==> config.mk <==
export PLATFORM = sky130hd
export DESIGN_NAME = rpn_stack_evaluator
export DESIGN_NICKNAME = d
export VERILOG_FILES = /design/src/rtl/rpn_pkg.sv /design/src/rtl/rpn_front.sv /design/src/rtl/rpn_queue.sv /design/src/rtl/rpn_divider.sv /design/src/rtl/rpn_back.sv /design/src/rtl/rpn_stack_evaluator.sv
export SDC_FILE = /design/constraint.sdc
export NUM_CORES = 2
export LEC_CHECK = 0
export CAP_MARGIN = 0
export CORE_MARGIN = 4
export CORE_UTILIZATION = 50
export CTS_CLUSTER_SIZE = 10
export DETAILED_ROUTE_END_ITERATION = 6
export DONT_BUFFER_PORTS = 1
export PLACE_DENSITY = 0.65
export SLEW_MARGIN = 20
export SYNTH_ARGS = -nofsm -noshare
export SYNTH_HDL_FRONTEND = slang
export SYNTH_SLANG_ARGS = --single-unit
==> constraint.sdc <==
create_clock -name clk -period 10.35 [get_ports clk]
set_input_delay 0.5175 -clock clk [delete_from_list [all_inputs] [get_ports clk]]
set_output_delay 0.5175 -clock clk [all_outputs]
set_load 0.02 [all_outputs]
==> src/rtl/rpn_pkg.sv <==
// Shared types and constants for the RPN stack evaluator.
// No dependencies; every other rtl file imports this package.
package rpn_pkg;

  localparam int STACK_DEPTH = 32;
  localparam int VALUE_WIDTH = 32;
  localparam int CNT_W       = $clog2(STACK_DEPTH + 1);
  localparam int PTR_W       = $clog2(STACK_DEPTH);
  localparam int DIV_CNT_W   = $clog2(VALUE_WIDTH);
  // command queue depth, power of two
  localparam int Q_DEPTH     = 4;
  localparam int QPTR_W      = $clog2(Q_DEPTH);
  localparam int QCNT_W      = $clog2(Q_DEPTH + 1);

  localparam logic [7:0] CH_SPACE = 8'h20;
  localparam logic [7:0] CH_ZERO  = 8'h30;
  localparam logic [7:0] CH_NINE  = 8'h39;
  localparam logic [7:0] CH_PLUS  = 8'h2B;
  localparam logic [7:0] CH_MINUS = 8'h2D;
  localparam logic [7:0] CH_STAR  = 8'h2A;
  localparam logic [7:0] CH_SLASH = 8'h2F;

  typedef enum logic [2:0] {
    ST_OK    = 3'd0,
    ST_BAD   = 3'd1,
    ST_FEW   = 3'd2,
    ST_DIV0  = 3'd3,
    ST_COUNT = 3'd4,
    ST_OVER  = 3'd5
  } status_t;

  typedef enum logic [2:0] {
    OP_NONE,
    OP_DIGIT,
    OP_ADD,
    OP_SUB,
    OP_MUL,
    OP_DIV
  } op_t;

  // one classified request from front to back
  typedef struct packed {
    op_t        kind;
    logic [3:0] digit;
    logic       last;
    logic       bad;   // final bad-input verdict, meaningful with last
  } cmd_t;

  typedef enum logic [2:0] {
    B_IDLE,
    B_EXEC,
    B_DIV,
    B_FIN
  } back_state_t;

endpackage

==> src/rtl/rpn_front.sv <==
// Front end: accepts characters, tracks token syntax, classifies requests.
// Depends on rpn_pkg.
module rpn_front import rpn_pkg::*; (
  input  logic       clk,
  input  logic       rst,
  input  logic       in_valid,
  output logic       in_ready,
  input  logic [7:0] char_code,
  input  logic       no_char,
  input  logic       last,
  input  logic       q_full,
  output logic       q_push,
  output cmd_t       q_data
);

  logic prev_digit, bad_seen, any_seen;
  logic prev_digit_next, bad_next, any_next;
  logic is_digit, is_op, accept;

  assign in_ready = !q_full;
  assign accept   = in_valid && in_ready;

  always_comb begin
    is_digit = char_code inside {[CH_ZERO:CH_NINE]};
    is_op    = char_code inside {CH_PLUS, CH_MINUS, CH_STAR, CH_SLASH};
    prev_digit_next = prev_digit;
    bad_next        = bad_seen;
    any_next        = any_seen;
    q_data.kind  = OP_NONE;
    q_data.digit = 4'(char_code - CH_ZERO);
    q_data.last  = last;
    if (!no_char) begin
      any_next        = 1'b1;
      prev_digit_next = is_digit;
      if (!is_digit && !is_op && char_code != CH_SPACE) bad_next = 1'b1;
      if (prev_digit && char_code != CH_SPACE) bad_next = 1'b1;
      if (is_digit) q_data.kind = OP_DIGIT;
      else begin
        case (char_code)
          CH_PLUS:  q_data.kind = OP_ADD;
          CH_MINUS: q_data.kind = OP_SUB;
          CH_STAR:  q_data.kind = OP_MUL;
          CH_SLASH: q_data.kind = OP_DIV;
          default:  q_data.kind = OP_NONE;
        endcase
      end
    end
    q_data.bad = bad_next || !any_next;
    // separators and bad characters leave the stack alone
    q_push = accept && (q_data.kind != OP_NONE || last);
  end

  always_ff @(posedge clk) begin
    if (rst) begin
      prev_digit <= 1'b0;
      bad_seen   <= 1'b0;
      any_seen   <= 1'b0;
    end else if (accept) begin
      if (last) begin
        prev_digit <= 1'b0;
        bad_seen   <= 1'b0;
        any_seen   <= 1'b0;
      end else begin
        prev_digit <= prev_digit_next;
        bad_seen   <= bad_next;
        any_seen   <= any_next;
      end
    end
  end

endmodule

==> src/rtl/rpn_queue.sv <==
// Small FIFO of classified requests between front and back.
// Depends on rpn_pkg.
module rpn_queue import rpn_pkg::*; (
  input  logic clk,
  input  logic rst,
  input  logic push,
  input  cmd_t push_data,
  output logic full,
  input  logic pop,
  output cmd_t pop_data,
  output logic empty
);

  cmd_t              slots [Q_DEPTH];
  logic [QPTR_W-1:0] wr_ptr, rd_ptr;
  logic [QCNT_W-1:0] fill;

  assign full     = (fill == QCNT_W'(Q_DEPTH));
  assign empty    = (fill == '0);
  assign pop_data = slots[rd_ptr];

  always_ff @(posedge clk) begin
    if (push && !full) slots[wr_ptr] <= push_data;
  end

  always_ff @(posedge clk) begin
    if (rst) begin
      wr_ptr <= '0;
      rd_ptr <= '0;
      fill   <= '0;
    end else begin
      if (push && !full) wr_ptr <= wr_ptr + QPTR_W'(1);
      if (pop && !empty) rd_ptr <= rd_ptr + QPTR_W'(1);
      case ({push && !full, pop && !empty})
        2'b10:   fill <= fill + QCNT_W'(1);
        2'b01:   fill <= fill - QCNT_W'(1);
        default: fill <= fill;
      endcase
    end
  end

endmodule

==> src/rtl/rpn_divider.sv <==
// Iterative signed divider, one quotient bit per cycle, truncating toward zero.
// Depends on rpn_pkg.
module rpn_divider import rpn_pkg::*; (
  input  logic                   clk,
  input  logic                   rst,
  input  logic                   start,
  input  logic [VALUE_WIDTH-1:0] dividend,
  input  logic [VALUE_WIDTH-1:0] divisor,
  output logic                   done,
  output logic [VALUE_WIDTH-1:0] quotient
);

  logic [VALUE_WIDTH-1:0] rem, quo, dvs;
  logic [DIV_CNT_W-1:0]   cnt;
  logic                   busy, neg;
  logic [VALUE_WIDTH:0]   shifted, diff;

  assign shifted  = {rem, quo[VALUE_WIDTH-1]};
  assign diff     = shifted - {1'b0, dvs};
  assign quotient = neg ? -quo : quo;

  always_ff @(posedge clk) begin
    if (start) begin
      rem <= '0;
      quo <= dividend[VALUE_WIDTH-1] ? -dividend : dividend;
      dvs <= divisor[VALUE_WIDTH-1] ? -divisor : divisor;
      neg <= dividend[VALUE_WIDTH-1] ^ divisor[VALUE_WIDTH-1];
    end else if (busy) begin
      if (!diff[VALUE_WIDTH]) begin
        rem <= diff[VALUE_WIDTH-1:0];
        quo <= {quo[VALUE_WIDTH-2:0], 1'b1};
      end else begin
        rem <= shifted[VALUE_WIDTH-1:0];
        quo <= {quo[VALUE_WIDTH-2:0], 1'b0};
      end
    end
  end

  always_ff @(posedge clk) begin
    if (rst) begin
      busy <= 1'b0;
      done <= 1'b0;
      cnt  <= '0;
    end else begin
      done <= 1'b0;
      if (start) begin
        busy <= 1'b1;
        cnt  <= '0;
      end else if (busy) begin
        cnt <= cnt + DIV_CNT_W'(1);
        if (cnt == DIV_CNT_W'(VALUE_WIDTH - 1)) begin
          busy <= 1'b0;
          done <= 1'b1;
        end
      end
    end
  end

endmodule

==> src/rtl/rpn_back.sv <==
// Back end: operand stack, arithmetic, error tracking and the result register.
// Depends on rpn_pkg and rpn_divider.
module rpn_back import rpn_pkg::*; (
  input  logic        clk,
  input  logic        rst,
  input  logic        q_empty,
  input  cmd_t        q_data,
  output logic        q_pop,
  output logic        out_valid,
  input  logic        out_ready,
  output logic [31:0] value,
  output logic [2:0]  status
);

  // top of stack lives in tos; mem holds the entries below it
  logic [VALUE_WIDTH-1:0] mem [STACK_DEPTH];
  logic [VALUE_WIDTH-1:0] tos, rd_data, arith;
  logic [CNT_W-1:0]       count, cm1, cm2;
  status_t                err, fin_status;
  cmd_t                   cur;
  back_state_t            state, state_next;

  logic do_push, do_over, do_few, do_arith, do_div0, do_divres, do_fin;
  logic mem_we, rd_en, div_start, div_done;
  logic [VALUE_WIDTH-1:0] div_q;

  assign cm1 = count - CNT_W'(1);
  assign cm2 = count - CNT_W'(2);

  rpn_divider u_div (
    .clk      (clk),
    .rst      (rst),
    .start    (div_start),
    .dividend (rd_data),
    .divisor  (tos),
    .done     (div_done),
    .quotient (div_q)
  );

  always_comb begin
    case (cur.kind)
      OP_ADD:  arith = rd_data + tos;
      OP_SUB:  arith = rd_data - tos;
      default: arith = rd_data * tos;
    endcase
    if (cur.bad)                fin_status = ST_BAD;
    else if (err != ST_OK)      fin_status = err;
    else if (count != CNT_W'(1)) fin_status = ST_COUNT;
    else                        fin_status = ST_OK;
  end

  always_comb begin
    state_next = state;
    q_pop      = 1'b0;
    do_push    = 1'b0;
    do_over    = 1'b0;
    do_few     = 1'b0;
    do_arith   = 1'b0;
    do_div0    = 1'b0;
    do_divres  = 1'b0;
    do_fin     = 1'b0;
    mem_we     = 1'b0;
    rd_en      = 1'b0;
    div_start  = 1'b0;
    case (state)
      B_IDLE: begin
        if (!q_empty) begin
          q_pop      = 1'b1;
          state_next = q_data.last ? B_FIN : B_IDLE;
          if (err == ST_OK) begin
            if (q_data.kind == OP_DIGIT) begin
              if (count == CNT_W'(STACK_DEPTH)) do_over = 1'b1;
              else begin
                do_push = 1'b1;
                mem_we  = (count != '0);
              end
            end else if (q_data.kind != OP_NONE) begin
              if (count < CNT_W'(2)) do_few = 1'b1;
              else begin
                rd_en      = 1'b1;
                state_next = B_EXEC;
              end
            end
          end
        end
      end
      B_EXEC: begin
        state_next = cur.last ? B_FIN : B_IDLE;
        if (cur.kind == OP_DIV) begin
          if (tos == '0) do_div0 = 1'b1;
          else begin
            div_start  = 1'b1;
            state_next = B_DIV;
          end
        end else do_arith = 1'b1;
      end
      B_DIV: begin
        if (div_done) begin
          do_divres  = 1'b1;
          state_next = cur.last ? B_FIN : B_IDLE;
        end
      end
      B_FIN: begin
        if (!out_valid || out_ready) begin
          do_fin     = 1'b1;
          state_next = B_IDLE;
        end
      end
      default: state_next = B_IDLE;
    endcase
  end

  always_ff @(posedge clk) begin
    if (rst) state <= B_IDLE;
    else     state <= state_next;
  end

  // stack memory: one write, one registered read
  always_ff @(posedge clk) begin
    if (mem_we) mem[cm1[PTR_W-1:0]] <= tos;
    if (rd_en)  rd_data <= mem[cm2[PTR_W-1:0]];
  end

  always_ff @(posedge clk) begin
    if (q_pop) cur <= q_data;
    if (do_push)   tos <= VALUE_WIDTH'(q_data.digit);
    if (do_arith)  tos <= arith;
    if (do_divres) tos <= div_q;
    if (do_fin) begin
      status <= fin_status;
      value  <= (fin_status == ST_OK) ? 32'($signed(tos)) : 32'd0;
    end
  end

  always_ff @(posedge clk) begin
    if (rst) begin
      count     <= '0;
      err       <= ST_OK;
      out_valid <= 1'b0;
    end else begin
      if (out_valid && out_ready) out_valid <= 1'b0;
      if (do_push)             count <= count + CNT_W'(1);
      if (do_arith || do_divres) count <= cm1;
      if (do_over) err <= ST_OVER;
      if (do_few)  err <= ST_FEW;
      if (do_div0) err <= ST_DIV0;
      if (do_fin) begin
        out_valid <= 1'b1;
        count     <= '0;
        err       <= ST_OK;
      end
    end
  end

endmodule

==> src/rtl/rpn_stack_evaluator.sv <==
// Top level of the RPN stack evaluator: front end, request queue, back end.
// Depends on rpn_pkg, rpn_front, rpn_queue, rpn_back (and rpn_divider below it).
//
//   channel | direction | handshake            | payload
//   --------+-----------+----------------------+--------------------------------
//   in      | to block  | in_valid / in_ready  | char_code[7:0], no_char, last
//   out     | from block| out_valid / out_ready| value[31:0] signed, status[2:0]
//
// The front end takes one character per cycle while the 4-entry request
// queue has room; spaces and bad characters enter the queue only with last.
// Back end per request: a digit is pushed as it is popped; + - * pass
// through B_EXEC for the registered stack read; / also waits in B_DIV for
// the bit-serial divider; a last request adds B_FIN to load the result register.
// Reset (rst, synchronous) clears counts, flags, queue and handshakes; the
// stack memory is not cleared, only entries below the count are read.
// A stalled result holds in the output register; the back end keeps
// working and blocks only when a second result is ready before the first
// has been taken.

module rpn_stack_evaluator import rpn_pkg::*; (
  input  logic        clk,
  input  logic        rst,
  input  logic        in_valid,
  output logic        in_ready,
  input  logic [7:0]  char_code,
  input  logic        no_char,
  input  logic        last,
  output logic        out_valid,
  input  logic        out_ready,
  output logic [31:0] value,
  output logic [2:0]  status
);

  cmd_t push_data, pop_data;
  logic q_push, q_full, q_pop, q_empty;

  // classify characters and track token syntax
  rpn_front u_front (
    .clk       (clk),
    .rst       (rst),
    .in_valid  (in_valid),
    .in_ready  (in_ready),
    .char_code (char_code),
    .no_char   (no_char),
    .last      (last),
    .q_full    (q_full),
    .q_push    (q_push),
    .q_data    (push_data)
  );

  // decouples front end from slow operations such as divide
  rpn_queue u_queue (
    .clk       (clk),
    .rst       (rst),
    .push      (q_push),
    .push_data (push_data),
    .full      (q_full),
    .pop       (q_pop),
    .pop_data  (pop_data),
    .empty     (q_empty)
  );

  // stack, arithmetic, errors and result register
  rpn_back u_back (
    .clk       (clk),
    .rst       (rst),
    .q_empty   (q_empty),
    .q_data    (pop_data),
    .q_pop     (q_pop),
    .out_valid (out_valid),
    .out_ready (out_ready),
    .value     (value),
    .status    (status)
  );

endmodule

Yosys cells after proc, flatten, opt, wreduce, memory -nomap -nowiden
Memories as Yosys holds them, arrays and structs flattened. A register that Yosys moved wholly into a read port is not among the register bits.
Cells that the tools add are included.
{"block": "classes", "muxes": 96, "add_sub_neg": 15, "n_eq_ne": 22, "bitwise": 2, "order_cmp": 3, "mul": 1, "n_reduce_logical": 41}
{"operator": "32-bit two-way mux", "n": 8}
{"operator": "32-bit negation", "n": 3}
{"operator": "32-bit case mux with 2 select lines", "n": 1}
{"operator": "1-bit two-way mux", "n": 60}
{"operator": "3-bit two-way mux", "n": 14}
{"operator": "33-bit by 32-bit subtractor with 33-bit output", "n": 1}
{"operator": "32-bit adder", "n": 1}
{"operator": "8-bit by 6-bit == test with 1-bit output (second input constant)", "n": 4}
{"operator": "32-bit zero test", "n": 1}
{"operator": "32-bit by 32-bit multiplier with 32-bit output", "n": 1}
{"operator": "32-bit subtractor", "n": 1}
{"operator": "31-bit two-way mux", "n": 1}
{"operator": "3-bit case mux with 4 select lines", "n": 2}
{"operator": "3-bit nonzero test", "n": 5}
{"operator": "2-bit two-way mux", "n": 7}
{"operator": "3-bit by 2-bit == test with 1-bit output (second input constant)", "n": 4}
{"operator": "3-bit zero test", "n": 4}
{"operator": "6-bit two-way mux", "n": 2}
{"operator": "1-bit logical AND", "n": 9}
{"operator": "8-bit by 6-bit greater-or-equal comparator with 1-bit output (second input constant)", "n": 1}
{"operator": "8-bit by 6-bit less-or-equal comparator with 1-bit output (second input constant)", "n": 1}
{"operator": "8-bit by 6-bit != test with 1-bit output (second input constant)", "n": 1}
{"operator": "2-bit nonzero test", "n": 4}
{"operator": "6-bit by 1-bit adder with 6-bit output (second input constant)", "n": 1}
{"operator": "other kinds (29)", "n": 43}
{"block": "word_totals", "in_bits": 14, "elab_cells": 207, "ramBits": 1060, "register_bits": 199, "out_inout_bits": 37, "mem_count": 2}
{"name": "u_back.mem", "words": 32, "width": 32, "read_ports": 1, "rd_clocked_by_memory_dff": 1, "wr": 1, "line": "rpn_back.sv:16", "rtl": "logic [VALUE_WIDTH-1:0] mem [STACK_DEPTH];"}
{"name": "u_queue.slots", "words": 4, "width": 9, "read_ports": 1, "rd_clocked_by_memory_dff": 1, "wr": 1, "line": "rpn_queue.sv:14", "rtl": "cmd_t slots [Q_DEPTH];"}

Logic depth before layout (Yosys ltp)
{"block": "logic_depth", "depth_word": 10, "ltp_mapped": 28, "ltp_nobuf": 26}

Hierarchy
A second synthesis with hierarchy kept.
{"block": "hier_totals", "cells_unflattened": 4951, "hier_area_um2": 71427.3}
{"mod": "rpn_back", "instances": 1, "area_per_inst_um2": 61669.1, "cells_each": 3939, "seq_area_each_um2": 34112.7}
{"mod": "rpn_divider", "instances": 1, "area_per_inst_um2": 7654.8, "cells_each": 865, "seq_area_each_um2": 2732.6}
{"mod": "rpn_queue", "instances": 1, "area_per_inst_um2": 1778.0, "cells_each": 101, "seq_area_each_um2": 1261.2}
{"mod": "rpn_front", "instances": 1, "area_per_inst_um2": 325.3, "cells_each": 46, "seq_area_each_um2": 60.1}

Worst setup path after synthesis
No wires, ideal clock.
{"block": "synth_timing", "kind": "flip-flop to flip-flop", "startpoint": "register u_back.tos[8]", "endpoint": "register u_back.tos[31] (data pin)", "required_ps": 10089, "setup_ps": 261, "path_slack_ps": 2560, "stages_incl_launch_ff": 27, "period_less_slack_ps": 7790, "n_path_buf": 2, "t_arrival_ps": 7529, "path_cell_list": "edfxtp_1 clkbuf_1 buf_1 nand2_1 fa_1 inv_1 fa_1 fa_1 inv_1 fa_1 inv_1 fa_1 inv_1 fa_1 inv_1 fa_1 fa_1 ha_1 a21o_1 a21o_1 a211o_1 a21o_1 a311oi_1 o41ai_1 a21oi_1 o21ai_0 a221o_1"}
{"block": "synth_via", "elab_chain_len": 4, "word_cells_on_any_way": 6, "cone_classes": "2 x add/sub; 1 x mul; 3 x mux"}
{"element": "start, declared", "line": "rpn_back.sv:17", "rtl": "logic [VALUE_WIDTH-1:0] tos, rd_data, arith;"}
{"element": "start signal, assigned", "line": "rpn_back.sv:126", "rtl": "if (do_push) tos <= VALUE_WIDTH'(q_data.digit);"}
{"element": "start signal, assigned", "line": "rpn_back.sv:127", "rtl": "if (do_arith) tos <= arith;"}
{"element": "start signal, assigned", "line": "rpn_back.sv:128", "rtl": "if (do_divres) tos <= div_q;"}
{"element": "32-bit by 32-bit multiplier with 32-bit output (tied with other cells)", "line": "rpn_back.sv:44", "rtl": "default: arith = rd_data * tos;"}
{"element": "32-bit case mux with 2 select lines (*)", "line": "rpn_back.sv:41", "rtl": "case (cur.kind)"}
{"element": "32-bit two-way mux (*)", "line": "rpn_back.sv:127"}
{"element": "32-bit two-way mux (*)", "line": "rpn_back.sv:128"}
Mark *: on every way between the ends. The rest lies on a longest branch, timed or not.
A chain may end at the register's enable or synchronous reset.

Final worst setup path
{"block": "layout_timing", "startpoint": "register u_back.tos[2]", "endpoint": "register u_back.tos[30] (data pin)"}
The elaborated chain is that of the path after synthesis.

==> impl_metrics.json <==
{
  "antenna_found_initial": 6,
  "multi_input_area_um2": 30400,
  "crit_top_cell": "fa_1",
  "drt_iter0_drc": 5373,
  "slew_headroom_pct": 21.11,
  "clkSinkCount": 1292,
  "ys_warn_count": 0,
  "ys_ff_latch": 1292,
  "ant_nets": 0,
  "met2_usage_pct": 41.54,
  "nets": 5580,
  "start_util_pct": 50.27,
  "grt_busiest_layer": "met2",
  "n_fill_cell": 11337,
  "finalCritPeriodShare_pct": 81.33,
  "tritoncts": "yes",
  "instances_no_fill": 6886,
  "cap_violations": 0,
  "crit_path_end_kind": "flop",
  "fin_crit_ns": 8.417,
  "worst_pin_slew_ns": 1.183,
  "io-pin-count": 51,
  "wl_per_cell_um": 28.24,
  "regArea_um2": 38180,
  "clock_path_buffers": 3,
  "gp_congestion": 0.9526,
  "yosysUniqueCellTypes": 71,
  "cts_buffers": 151,
  "grt_use_met3_pct": 5.493,
  "grt_max_degree": 119,
  "synth_area_per_cell_um2": 14.43,
  "finClkSkew_ns": 0.04595,
  "layout-drive-gt1-share_pct": 14.92,
  "final_hold_viol_count": 0,
  "grt_pass1_wl_um": 290000,
  "path_clk_slew_ns": 0.07,
  "drt_first_pass_iters": 5,
  "rsz0062_at_grt": "no",
  "htree_levels": 4,
  "via_count": 41938,
  "ctsRootBufferMaster": "clkbuf_16",
  "synth_edf_count": 1229,
  "core_um2": 141200,
  "max_freq_ghz": 0.1188,
  "syn2layout_area_growth_pct": 10.01,
  "netlist_instances": 4921,
  "status": "finished, final reports clean",
  "dpl.cell_count": 6672,
  "portBuffers": 0,
  "met1_usage_pct": 38.85,
  "routed_via_density": 6.090,
  "mostFrequentLayoutCells": "edfxtp_1, inv_1, fa_1",
  "hpwl_um": 118600,
  "die-area_um2": 148100,
  "arrival_ns": 8.97,
  "synth_nets": 5553,
  "maxSlewViolCount": 0,
  "fp.dieH_um": 384.8,
  "insertion_delay_ns": 0.80,
  "cp-start-kind": "flop",
  "grt_use_total_pct": 26.88,
  "async_reset_ff_share_pct": 0,
  "cp_cell_sequence": "buf_4, and2_1, fa_1, inv_1, fa_1, fa_1, fa_1, inv_1, fa_1, fa_1, fa_1, fa_1, ha_1, a21oi_1, o21ai_0, a211oi_1, nand2_1, a21o_1, a22oi_1, a21oi_1, a31oi_1, xnor2_1, a211o_1",
  "hold_path.class": "input pin to flop",
  "drcViolationCount": 0,
  "cp_max_fo": 57,
  "ys.flop_type": "edfxtp_1",
  "setup_viol": 0,
  "placementRows": 138,
  "fin_tns_setup_ns": 0,
  "synth_area_um2": 71000,
  "seq_area_frac_synth_pct": 53.76,
  "mostFrequentLayoutCell": "edfxtp_1",
  "critPathMaxStageDelay_ns": 0.61,
  "whs_ns": 0.06917,
  "die_w_um": 384.8,
  "routed_wl_um": 194400,
  "grt_pass1_vias": 43009,
  "grt_overflow_total": 0,
  "crit_type": "flop to flop",
  "required_ns": 10.90,
  "slowest_stage": "buf_4"
}
[cells in the mapped netlist, types with 30 or more instances]
master,number,area (um^2)
nand2_1,354,1329
buf_1,34,127.6
mux2i_1,33,330.3
nor3_1,41,205.2
dfxtp_1,63,1261
a21oi_1,145,725.7
and2_1,345,2158
edfxtp_1,1229,36910
nand3_1,34,170.2
fa_1,411,8228
o31ai_1,43,322.8
mux4_2,329,7410
nand2b_1,31,193.9
xnor2_1,150,1314
mux2_2,35,394.1
o21ai_0,113,565.5
nor2_1,194,728.2
clkbuf_1,230,863.3
ha_1,207,2590
inv_1,452,1697
xor2_1,120,1051
or3_1,30,187.7
[flip-flops by register name (all words and copies together) (netlist names), named ones only]
name	count
u_queue.slots	36
u_back.u_div.busy	1
u_back.count	6
u_back.u_div.quo	32
u_back.state	2
u_back.status	3
u_back.out_valid	1
u_back.rd_data	32
u_back.tos	32
u_queue.wr_ptr	2
u_back.u_div.rem	32
u_back.value	32
u_back.u_div.dvs	32
u_front.prev_digit	1
u_back.cur	5
u_front.bad_seen	1
u_back.err	3
u_back.u_div.done	1
u_back.u_div.cnt	5
u_back.mem	1024
u_queue.rd_ptr	2
u_front.any_seen	1
u_queue.fill	3
u_back.u_div.neg	1
[routing by layer]
metal  part of all wire (%)  vias up
met2                     46     2044
met4                    3.2        6
met1                     41    21885
met3                    9.4      359
li1                       -    17644
met5                  0.017        -
[metrics by stage]
step / cell area [um^2] / worst slack (ns) / utilization, %
6_report: 78100 / 1.933 / 55.30
5_1_grt: 78100 / 1.595 / 55.29
4_1_cts: 78070 / 2.090 / 55.27
3_5_place_dp: 73640 / 2.136 / 52.14
3_3_place_gp: 73640 / 2.171 / 52.14
2_1_floorplan: 71000 / 2.560 / -
[critical path: cells and delay by family (launching register included)]
family | cells | cell delay (ns)
DFF | 1 | 0.59
AOI/OAI and AO/OA | 8 | 2.05
xor gates and xnor gates | 1 | 0.19
adders and majority gates | 9 | 4.21
and+or+nand+nor | 2 | 0.36
buffers and inverters | 3 | 0.74
[final timing paths]
path	start	endpoint	slack, ns	depth (start not counted)
worst max register to register	u_back.tos[2]$_DFFE_PP_	u_back.tos[30]$_DFFE_PP_	1.93	23
worst max-delay path	u_back.tos[2]$_DFFE_PP_	u_back.tos[30]$_DFFE_PP_	1.93	23
worst min register to register	u_front.bad_seen$_SDFFE_PP0P_	u_front.bad_seen$_SDFFE_PP0P_	0.49	2
worst min-delay path	char_code[1]	u_queue.slots[3][8]$_DFFE_PP_	0.07	2
[what timing repair did]
action                    CTS  global route
buffers inserted            0             0
hold buffers               11             0
resized for setup           0             0
hold endpoints to repair   44             0
[kinds of logic after synthesis]
group / share of synthesized area [%]
XOR/XNOR: 3.354
buffers and inverters: 3.838
flip-flops: 53.76
adder cells (fa/ha/maj): 15.24
multiplexers: 11.46
AND/OR/NAND/NOR: 8.040
AO/OA/AOI/OAI: 4.316
[area by class of cell]
type                       instances  area share [%]
sequential                      1292           48.88
multi-input combinational       2908           38.92
clock buffer                     174           5.003
tap                             1890           3.028
inverter                         452           2.174
timing repair buffer             143           1.461
clock inverter                    25          0.5255
antenna                            2        0.006408
Power is not shown: default switching activity piles up to over one toggle a cycle in this logic, so the estimate is an artifact.
